==> config.mk <==
export PLATFORM = sky130hd
export DESIGN_NAME = plane_window_cache_policy
export DESIGN_NICKNAME = d
export VERILOG_FILES = /design/src/sv/pwc_pkg.sv /design/src/sv/plane_window_cache_policy.sv
export SDC_FILE = /design/constraint.sdc
export NUM_CORES = 2
export LEC_CHECK = 0
export BUFFER_PORTS_ARGS = -buffer_cell sky130_fd_sc_hd__buf_2
export CAP_MARGIN = 30
export CORE_MARGIN = 3
export CORE_UTILIZATION = 24
export CTS_CLUSTER_SIZE = 25
export DETAILED_ROUTE_END_ITERATION = 7
export PLACE_DENSITY = 0.43
export REMOVE_ABC_BUFFERS = 1
export SLEW_MARGIN = 20
export SYNTH_ARGS = -nofsm -noshare
export SYNTH_HDL_FRONTEND = slang
export SYNTH_SLANG_ARGS = --single-unit
==> constraint.sdc <==
create_clock -name i_clk -period 35.9 [get_ports i_clk]
set_clock_uncertainty 0.1 [all_clocks]
set_input_delay 1.795 -clock i_clk [delete_from_list [all_inputs] [get_ports i_clk]]
set_output_delay 1.795 -clock i_clk [all_outputs]
set_load 0.01 [all_outputs]
==> src/sv/pwc_pkg.sv <==
package pwc_pkg;

    localparam int PLANE_BITS = 16;
    localparam int COL_W      = 13;
    localparam int ROW_W      = 13;
    localparam int RW_W       = 14;
    localparam int AREA_W     = 27;
    localparam int ADDR_W     = 26;
    localparam int CFG_IDX_W  = 2;
    localparam int CFG_DATA_W = 32;

    typedef logic [PLANE_BITS-1:0] t_plane;
    typedef logic [ADDR_W-1:0]     t_addr;

    typedef enum logic [CFG_IDX_W-1:0] {
        CFG_STACK_DEPTH  = 2'd0,
        CFG_WINDOW_DEPTH = 2'd1,
        CFG_ROW_WIDTH    = 2'd2,
        CFG_PLANE_AREA   = 2'd3
    } t_cfg_idx;

    // Decision stage results, waiting on the address multiply.
    typedef struct packed {
        logic   hit;
        t_plane window_first;
        t_plane plane_in_window;
        t_plane move_from;
        t_plane move_to;
        t_plane move_count;
        t_plane load_first;
        t_plane load_slot;
        t_plane load_count;
        t_addr  row_offset;
    } t_mid;

endpackage

==> src/sv/plane_window_cache_policy.sv <==
// Sliding window plane cache policy. Each item (col, row, plane) is checked against the
// window of window_depth planes starting at window_first. A hit leaves the window alone
// and all move/load commands read zero; a miss re-centers the window at
// max(0, plane - window_depth/2), clamped to stack_depth - window_depth, and reports which
// buffer slots to move and which stack planes to load. The first item after reset loads
// a full window. Every result also carries the plane's index in the window and the voxel
// word address plane_in_window*plane_area + row*row_width + col, modulo 2^26. The block
// takes one item per clock while i_out_ready does not stall the output, passing each item
// through three registers: input register, window decision (which also updates the window
// for the next item), then the plane-area multiply-add into the output register. The
// config port is always ready and must only be written while the block is idle.
module plane_window_cache_policy (
    input  logic                                i_clk,
    input  logic                                i_rst_n,

    input  logic                                i_cfg_valid,
    output logic                                o_cfg_ready,
    input  logic [pwc_pkg::CFG_IDX_W-1:0]       i_cfg_index,
    input  logic [pwc_pkg::CFG_DATA_W-1:0]      i_cfg_data,

    input  logic                                i_in_valid,
    output logic                                o_in_ready,
    input  logic [pwc_pkg::COL_W-1:0]           i_col,
    input  logic [pwc_pkg::ROW_W-1:0]           i_row,
    input  logic [pwc_pkg::PLANE_BITS-1:0]      i_plane,

    output logic                                o_out_valid,
    input  logic                                i_out_ready,
    output logic                                o_hit,
    output logic [pwc_pkg::PLANE_BITS-1:0]      o_window_first,
    output logic [pwc_pkg::PLANE_BITS-1:0]      o_plane_in_window,
    output logic [pwc_pkg::ADDR_W-1:0]          o_voxel_address,
    output logic [pwc_pkg::PLANE_BITS-1:0]      o_move_from,
    output logic [pwc_pkg::PLANE_BITS-1:0]      o_move_to,
    output logic [pwc_pkg::PLANE_BITS-1:0]      o_move_count,
    output logic [pwc_pkg::PLANE_BITS-1:0]      o_load_first,
    output logic [pwc_pkg::PLANE_BITS-1:0]      o_load_slot,
    output logic [pwc_pkg::PLANE_BITS-1:0]      o_load_count
);

    localparam int P      = pwc_pkg::PLANE_BITS;
    localparam int RC_W   = pwc_pkg::ROW_W + pwc_pkg::RW_W + 1;
    localparam int PROD_W = P + pwc_pkg::AREA_W;

    // configuration
    pwc_pkg::t_plane                r_stack_depth;
    pwc_pkg::t_plane                r_window_depth;
    logic [pwc_pkg::RW_W-1:0]       r_row_width;
    logic [pwc_pkg::AREA_W-1:0]     r_plane_area;

    // window state
    pwc_pkg::t_plane                r_window_start;
    logic                           r_window_valid;

    // pipeline
    logic                           r_in_valid;
    logic [pwc_pkg::COL_W-1:0]      r_col;
    logic [pwc_pkg::ROW_W-1:0]      r_row;
    pwc_pkg::t_plane                r_plane;
    logic                           r_mid_valid;
    pwc_pkg::t_mid                  r_mid;
    pwc_pkg::t_mid                  n_mid;
    logic                           r_out_valid;
    pwc_pkg::t_mid                  r_out;
    pwc_pkg::t_addr                 r_addr;
    pwc_pkg::t_addr                 n_addr;

    logic                           out_adv;
    logic                           mid_adv;
    logic                           in_adv;

    assign out_adv = !r_out_valid || i_out_ready;
    assign mid_adv = !r_mid_valid || out_adv;
    assign in_adv  = !r_in_valid || mid_adv;

    assign o_cfg_ready = 1'b1;
    assign o_in_ready  = in_adv;

    always_ff @(posedge i_clk) begin
        if (!i_rst_n) begin
            r_stack_depth  <= '0;
            r_window_depth <= '0;
            r_row_width    <= '0;
            r_plane_area   <= '0;
        end else if (i_cfg_valid) begin
            case (pwc_pkg::t_cfg_idx'(i_cfg_index))
                pwc_pkg::CFG_STACK_DEPTH:  r_stack_depth  <= i_cfg_data[P-1:0];
                pwc_pkg::CFG_WINDOW_DEPTH: r_window_depth <= i_cfg_data[P-1:0];
                pwc_pkg::CFG_ROW_WIDTH:    r_row_width    <= i_cfg_data[pwc_pkg::RW_W-1:0];
                pwc_pkg::CFG_PLANE_AREA:   r_plane_area   <= i_cfg_data[pwc_pkg::AREA_W-1:0];
                default: ;
            endcase
        end
    end

    // ---------------- window decision ----------------
    logic [P+1:0]     c_diff;
    pwc_pkg::t_plane  c_st0;
    pwc_pkg::t_plane  c_lim;
    logic             c_s_lt_d;
    pwc_pkg::t_plane  c_ns;
    logic [P:0]       c_old_end;
    logic [P:0]       c_ns_end;
    logic [P:0]       c_keep_dn;
    pwc_pkg::t_plane  c_shift;
    pwc_pkg::t_plane  c_keep;
    logic             c_hit;
    logic [RC_W-1:0]  c_rc;

    always_comb begin
        c_old_end = {1'b0, r_window_start} + {1'b0, r_window_depth};
        c_hit     = r_window_valid && (r_plane >= r_window_start)
                    && ({1'b0, r_plane} < c_old_end);

        c_diff   = {2'b00, r_plane} - {3'b000, r_window_depth[P-1:1]};
        c_st0    = c_diff[P+1] ? '0 : c_diff[P-1:0];
        c_s_lt_d = r_stack_depth < r_window_depth;
        c_lim    = r_stack_depth - r_window_depth;
        // window bigger than the stack pins the start at 0
        if (c_hit)
            c_ns = r_window_start;
        else if (c_s_lt_d)
            c_ns = '0;
        else
            c_ns = (c_st0 > c_lim) ? c_lim : c_st0;

        c_ns_end  = {1'b0, c_ns} + {1'b0, r_window_depth};
        c_keep_dn = c_ns_end - {1'b0, r_window_start};
        c_shift   = c_ns - r_window_start;
        c_keep    = '0;

        n_mid                 = '0;
        n_mid.hit             = c_hit;
        n_mid.window_first    = c_ns;
        n_mid.plane_in_window = r_plane - c_ns;

        if (!c_hit) begin
            if (!r_window_valid) begin
                n_mid.load_first = c_ns;
                n_mid.load_count = r_window_depth;
            end else if (c_ns != r_window_start) begin
                n_mid.load_first = c_ns;
                if (c_ns > r_window_start) begin
                    if ({1'b0, c_ns} < c_old_end) begin
                        // window slides up: tail of old window moves to slot 0
                        c_keep           = r_window_depth - c_shift;
                        n_mid.move_from  = c_shift;
                        n_mid.load_slot  = c_keep;
                        n_mid.load_first = c_old_end[P-1:0];
                    end
                end else if (c_ns_end > {1'b0, r_window_start}) begin
                    // window slides down: head of old window moves up
                    c_keep        = c_keep_dn[P-1:0];
                    n_mid.move_to = r_window_start - c_ns;
                end
                n_mid.move_count = c_keep;
                n_mid.load_count = r_window_depth - c_keep;
            end
        end

        c_rc = RC_W'(r_row) * RC_W'(r_row_width) + RC_W'(r_col);
        n_mid.row_offset = c_rc[pwc_pkg::ADDR_W-1:0];
    end

    // ---------------- address multiply-add ----------------
    logic [PROD_W-1:0] c_prod;

    always_comb begin
        c_prod = PROD_W'(r_mid.plane_in_window) * PROD_W'(r_plane_area);
        n_addr = c_prod[pwc_pkg::ADDR_W-1:0] + r_mid.row_offset;
    end

    always_ff @(posedge i_clk) begin
        if (!i_rst_n) begin
            r_in_valid     <= 1'b0;
            r_mid_valid    <= 1'b0;
            r_out_valid    <= 1'b0;
            r_window_start <= '0;
            r_window_valid <= 1'b0;
        end else begin
            if (in_adv)
                r_in_valid <= i_in_valid;
            if (mid_adv)
                r_mid_valid <= r_in_valid;
            if (out_adv)
                r_out_valid <= r_mid_valid;
            if (mid_adv && r_in_valid) begin
                r_window_start <= c_ns;
                r_window_valid <= 1'b1;
            end
        end
    end

    always_ff @(posedge i_clk) begin
        if (in_adv) begin
            r_col   <= i_col;
            r_row   <= i_row;
            r_plane <= i_plane;
        end
        if (mid_adv)
            r_mid <= n_mid;
        if (out_adv) begin
            r_out  <= r_mid;
            r_addr <= n_addr;
        end
    end

    assign o_out_valid       = r_out_valid;
    assign o_hit             = r_out.hit;
    assign o_window_first    = r_out.window_first;
    assign o_plane_in_window = r_out.plane_in_window;
    assign o_voxel_address   = r_addr;
    assign o_move_from       = r_out.move_from;
    assign o_move_to         = r_out.move_to;
    assign o_move_count      = r_out.move_count;
    assign o_load_first      = r_out.load_first;
    assign o_load_slot       = r_out.load_slot;
    assign o_load_count      = r_out.load_count;

endmodule
======== After elaboration in Yosys (flattened, before gate mapping) ========
Index checks and enable logic that the tools add are counted.
storage, ports and cells
  register bits after elaboration ......... 445
  input bits .............................. 81
  output and inout port bits .............. 158
  word-level logic and storage cells ...... 94
cells by class
  $add $sub $neg .......................... 12
  $mul .................................... 2
  $lt $le $gt $ge ......................... 7
  equality and inequality tests ........... 4
  muxes and demuxes ....................... 15
  bitwise logic cells ..................... 5
  reduce and logical (&&, ||, !) cells .... 17
operators by type and width
  cell                                                     number
  16-bit 2-to-1 mux                                        12
  16-bit subtractor                                        7
  32-bit 2-to-1 mux                                        2
  48-bit 2-to-1 mux                                        1
  16-bit by 16-bit adder with 17-bit output                2
  16-bit by 17-bit less-than comparator with 1-bit output  2
  16-bit > comparator                                      2
  16-bit by 27-bit multiplier with 26-bit output           1
  26-bit by 13-bit adder with 26-bit output                1
  26-bit adder                                             1
  13-bit by 14-bit multiplier with 26-bit output           1
  17-bit by 16-bit > comparator with 1-bit output          1
  16-bit by 15-bit subtractor with 17-bit output           1
  16-bit >= comparator                                     1
  16-bit less-than comparator                              1
  16-bit != test                                           1
  5-bit OR reduction                                       2
  2-bit AND reduction                                      4
  1-bit inverter                                           5
  2-bit == test (second input constant)                    2
  1-bit logical AND                                        3
  1-bit zero test                                          3
  1-bit logical OR                                         3
  3-bit OR reduction                                       1
  2 further kinds                                          2

======== Logic depth before layout (Yosys ltp) ========
  depth in word-level cells ............... 16
  gate-level depth with buffers ........... 61
  depth with buffers taken out ............ 59

======== Least setup slack after synthesis ========
OpenSTA, ideal clock, no wires.
  path type ............................... reg2reg
  start point ............................. reg r_window_depth[2]
  end point ............................... reg r_mid[40] (netlist name) (data pin)
  setup time .............................. 0.273 ns
  arrival time ............................ 11.840 ns
  required time ........................... 35.527 ns
  path slack .............................. 23.687 ns
  stages on the path, launching flop included .. 59
  buffers on the path ..................... 3
  period minus slack after synthesis ...... 12.213 ns
  cells stage by stage .................... dfxtp_1 > inv_1 > ha_1 > nor2b_1 > o21ai_0 > nand2b_1 > a21o_1 > a21o_1 > a21o_1 > a41o_1 > o41ai_1 > o21a_1 > o21ai_0 > mux2_2 > ha_1 > a21oi_1 > nand2_1 > nor3_1 > [23 not listed] > a21oi_1 > a41oi_1 > nor3_1 > a31oi_4 > o21a_1 > clkbuf_1 > a22oi_1 > fa_1 > a21oi_1 > nand2_1 > a2111oi_0 > o32ai_1 > maj3_1 > and2_4 > a311oi_1 > o41ai_2 > xnor2_1 > o22ai_2
on the way
  word-level cells in the longest chain between the ends .. 16
  elaborated cells on any way between the ends .. 28
  classes of those cells .................. add/sub (8); order compare (6); eq/ne (1); mux (12); reduce/logical (1)
ends and longest elaborated chain
  item                                                                                   line                                                                text
  from (decl)                                                                            plane_window_cache_policy.sv:47                                     pwc_pkg::t_plane r_window_depth;
  from (signal assigned)                                                                 plane_window_cache_policy.sv:88                                     pwc_pkg::CFG_WINDOW_DEPTH: r_window_depth <= i_cfg_data[P-1:0];
  16-bit by 15-bit subtractor with 17-bit output                                         plane_window_cache_policy.sv:115                                    c_diff = {2'b00, r_plane} - {3'b000, r_window_depth[P-1:1]};
  16-bit 2-to-1 mux                                                                      plane_window_cache_policy.sv:116                                    c_st0 = c_diff[P+1] ? '0 : c_diff[P-1:0];
  16-bit > comparator                                                                    plane_window_cache_policy.sv:125                                    c_ns = (c_st0 > c_lim) ? c_lim : c_st0;
  16-bit 2-to-1 mux                                                                      plane_window_cache_policy.sv:125
  16-bit 2-to-1 mux                                                                      plane_window_cache_policy.sv:122                                    else if (c_s_lt_d)
  16-bit 2-to-1 mux (*)                                                                  plane_window_cache_policy.sv:120                                    if (c_hit)
  via c_ns[1]                                                                            plane_window_cache_policy.sv:101                                    pwc_pkg::t_plane c_ns;
  16-bit by 16-bit adder with 17-bit output / 16-bit subtractor (equally long branches)  plane_window_cache_policy.sv:127, plane_window_cache_policy.sv:129
  16-bit subtractor, or another cell as far along                                        plane_window_cache_policy.sv:128                                    c_keep_dn = c_ns_end - {1'b0, r_window_start};
  16-bit 2-to-1 mux (on tied branches)                                                   plane_window_cache_policy.sv:151, plane_window_cache_policy.sv:144
  16-bit 2-to-1 mux                                                                      plane_window_cache_policy.sv:143                                    if (c_ns > r_window_start) begin
  16-bit 2-to-1 mux                                                                      plane_window_cache_policy.sv:141                                    end else if (c_ns != r_window_start) begin
  16-bit 2-to-1 mux                                                                      plane_window_cache_policy.sv:138                                    if (!r_window_valid) begin
  16-bit 2-to-1 mux                                                                      plane_window_cache_policy.sv:137                                    if (!c_hit) begin
  16-bit subtractor                                                                      plane_window_cache_policy.sv:157                                    n_mid.load_count = r_window_depth - c_keep;
  48-bit 2-to-1 mux (*)                                                                  plane_window_cache_policy.sv:141
  16-bit 2-to-1 mux (*)                                                                  plane_window_cache_policy.sv:138
  to (signal assigned)                                                                   plane_window_cache_policy.sv:201                                    r_mid <= n_mid;
  to (decl)                                                                              plane_window_cache_policy.sv:61                                     pwc_pkg::t_mid r_mid;
The timed path passes the listed nets; every way through them passes the cells marked *. The select of a mux whose other input is x is not followed.
A chain may end at the register's enable or synchronous reset.

======== Final worst setup path ========
  start point ............................. reg r_window_depth[1]
  end point ............................... reg r_mid[39] (netlist name) (data pin)
The elaborated chain is that of the path after synthesis.

==> results.sh <==
export IMPL_status="completed"
export IMPL_synthArstFlopShare_pct=0
export IMPL_seq_power_share_pct=25.8
export IMPL_cp_startpoint="r_window_depth[1]"
export IMPL_top_layer="met5"
export IMPL_maxSlewViolCount=0
export IMPL_nets=4969
export IMPL_fmax_mhz=66.74
export IMPL_rr_startpoint="r_window_depth[1]"
export IMPL_min_period_over_period_pct=41.74
export IMPL_grt_pass1_vias=28130
export IMPL_cts_sinks=444
export IMPL_vias_per_cell=4.362
export IMPL_ant_nets=0
export IMPL_ff2ff_path_depth=55
export IMPL_yosys_area_top_type="edfxtp_1"
export IMPL_dr_pass1_iters=5
export IMPL_ys_flop_type="edfxtp_1"
export IMPL_ys_ff_latch=444
export IMPL_num_rows=146
export IMPL_num_io_pins=239
export IMPL_synth_compound_area_share_pct=10.93
export IMPL_cp_start_kind="flip-flop"
export IMPL_core_area_um2=159500
export IMPL_dr_wl_met3_um=6395
export IMPL_cts_resized=0
export IMPL_grt_pass1_wl_um=182600
export IMPL_seq_area_frac_synth_pct=31.97
export IMPL_gp_congestion=0.8816
export IMPL_comb_power_share_pct=55.8
export IMPL_drt_met1_wl_um=58440
export IMPL_drive_gt1_share_pct=10.14
export IMPL_worst_ep_arrival_time_ps=15250
export IMPL_ys_warn_count=0
export IMPL_synth_top_family_by_area="adder cells"
export IMPL_hold_viol=0
export IMPL_drv_cap=0
export IMPL_clkPwrFrac_pct=18.3
export IMPL_grt_max_degree=73
export IMPL_vias=27620
export IMPL_holdBufCountCts=0
export IMPL_synthSimpleGateAreaFrac_pct=13.43
export IMPL_wl_per_cell_um=19.09
export IMPL_worst_pin_slew_ps=926.8
export IMPL_clock_root_buffer="clkbuf_16"
export IMPL_die_area_um2=166600
export IMPL_hold_path_startpoint="r_mid[78]"
export IMPL_critPathCapture="r_mid[39]"
export IMPL_dp_hpwl_um=96080
export IMPL_rsz0062_at_grt="no"
export IMPL_port_buffers=231
export IMPL_path_class="flip-flop to flip-flop"
export IMPL_reg2reg_slack_ps=20920
export IMPL_grtUsageTotal_pct=14.34
export IMPL_routed_wl_um=120900
export IMPL_final_cell_area_um2=44420
export IMPL_synth_xor_area_share_pct=4.434
export IMPL_drcViolationCount=0
export IMPL_yosys_area_top_type_share_pct=27.22
export IMPL_p_sw_share_pct=44.71
export IMPL_period_needed_ps=14980
export IMPL_yosysUniqueCellTypes=93
export IMPL_syn_area_um2=38830
export IMPL_synthMuxAreaShare_pct=0.1644
export IMPL_max_slew_margin_pct=37.65
export IMPL_synth_fa_ha_area_share_pct=32.21
export IMPL_p_sw_w=0.001364
export IMPL_overflow=0
export IMPL_htreeDepth=2
export IMPL_cp_slowest_stage_delay_ps=770
export IMPL_antenna_found_initial=28
export IMPL_cp_required_ps=36160
export IMPL_cts_tree="done"
export IMPL_worst_path_max_delay_cell="nor4_1"
export IMPL_syn_to_final_growth_pct=14.41
export IMPL_regToRegEndpoint="r_mid[39]"
export IMPL_placed_area_um2=42590
export IMPL_post_cts_buffers=0
export IMPL_p_per_area_nw_per_um2=68.68
export IMPL_clk_latency_ps=660
export IMPL_synth_area_leaders="edfxtp_1 (27%), fa_1 (20%), ha_1 (12%)"
export IMPL_initial_core_util_pct=24.35
export IMPL_hp_class="flip-flop to flip-flop"
export IMPL_power_leakage_nw=19.39
export IMPL_crit_path_end_kind="flip-flop"
export IMPL_clk_pin_slew_worst_paths_ps=70
export IMPL_synth_area_per_cell_um2=9.884
export IMPL_drt_initial_drc_count=1749
export IMPL_synth_edf_count=352
export IMPL_peakVddDrop_v=0.00004506
export IMPL_synth_cells=3928
export IMPL_fp_dieH_um=408.2
export IMPL_crit_fanout=13
export IMPL_clockBufferDepth=3
export IMPL_internal_power_w=0.001687
export IMPL_fp_dieW_um=408.2
export IMPL_numCtsBuffers=51
export IMPL_tns_ps=0
export IMPL_setup_viol=0
export IMPL_met2WireLength_um=53550
-- final cells by class --
type                            instances  area [um^2]
Sequential cell                       444        12410
Clock inverter                         29        347.8
Timing Repair Buffer                  293         1629
Tap cell                             2146         2685
Fill cell                           16900       115100
Inverter                              558         2101
Clock buffer                           67         1429
Antenna cell                           14        35.03
Multi-Input combinational cell       2782        23780
-- metal layers --
layer / vias up / track usage (%)
li1: 13420 / -
met1: 13580 / 20.42
met2: 497 / 22.60
met3: 114 / 2.657
met4: 20 / 3.061
met5: - / 0
-- state kept, by name, indices dropped and copies added (netlist names), 16 cells and up --
register,cells
o_load_count,16
o_load_first,16
o_load_slot,16
o_move_count,16
o_move_from,16
o_move_to,16
o_plane_in_window,16
o_voxel_address,26
o_window_first,16
r_mid,155
r_plane,16
r_plane_area,26
r_stack_depth,16
r_window_depth,16
r_window_start,16
-- Yosys cell counts, types with 14 or more instances --
master and number:
a211oi_1 31, a22oi_1 14, and2_1 164, fa_1 394, nand4_1 19, nor3_1 43
and3_1 21, o21a_1 38, edfxtp_1 352, xnor2_1 135, dfxtp_1 92, clkbuf_1 128
ha_1 364, nor2_1 219, nand2_1 579, nand2b_1 17, nor2b_1 22, inv_1 557
o21ai_0 97, o21bai_1 31, nand3_1 39, xor2_1 59, a21oi_1 247, a21o_1 56
-- metrics by stage --
stage | total power, W | setup slack (ps) | hold slack, ps | utilization [%] | std cells
after global placement | 0.002498 | 21520 | 303.8 | 26.69 | 6219
after global routing | 0.003302 | 20080 | 322.7 | 27.84 | 6321
final | 0.003051 | 20920 | 314.3 | 27.86 | 6333
after floorplan | 0.001923 | 24070 | 300.3 | - | 3784
after CTS | 0.003091 | 21360 | 317.0 | 27.82 | 6317
after detailed placement | 0.002510 | 21440 | 304.5 | 26.71 | 6221
-- critical path, delay by kind of cell, from the launching register on --
family,cells,cell delay (ps)
flip-flops,1,740
AND/OR/NAND/NOR,9,2610
buffers and inverters,1,230
multiplexers,1,170
adder cells (fa/ha/maj),6,1820
AO/OA/AOI/OAI,37,8850
XOR/XNOR,1,140
-- kinds of logic after synthesis --
| logic type | Yosys count |
|---|---|
| simple gates | 1161 |
| fa+ha+maj | 764 |
| flops | 444 |
| compound gates | 655 |
| xor+xnor | 195 |
| buf+inv | 702 |
| mux | 6 |
| other cells | 1 |
-- worst min-delay path by stage --
stage,end,slack (ps),cells after the start
2_1_floorplan,o_hit,300,0
3_3_place_gp,o_load_slot[9],300,0
3_5_place_dp,o_hit,300,0
4_1_cts,o_load_slot[4],320,0
5_1_grt,o_hit,320,0
6_report,o_move_count[4],310,0
-- power by group through the flow --
stage	registers (W)	clock network, W	logic (W)
4_1_cts	0.000795	0.000582	0.00171
3_5_place_dp	0.000805	0	0.00170
2_1_floorplan	0.000840	0	0.00108
6_report	0.000788	0.000559	0.00170
5_1_grt	0.000803	0.000601	0.00190
3_3_place_gp	0.000803	0	0.00169
-- layout by cell type (no fill, tap or decap), types with 97 or more instances in the layout --
cell type  count
a21oi_1      247
and2_1       164
buf_2        231
edfxtp_1     352
fa_1         394
ha_1         364
inv_1        556
nand2_1      578
nor2_1       219
o21ai_0       97
xnor2_1      135
No activity file was read; power rests on OpenSTA's default activity.
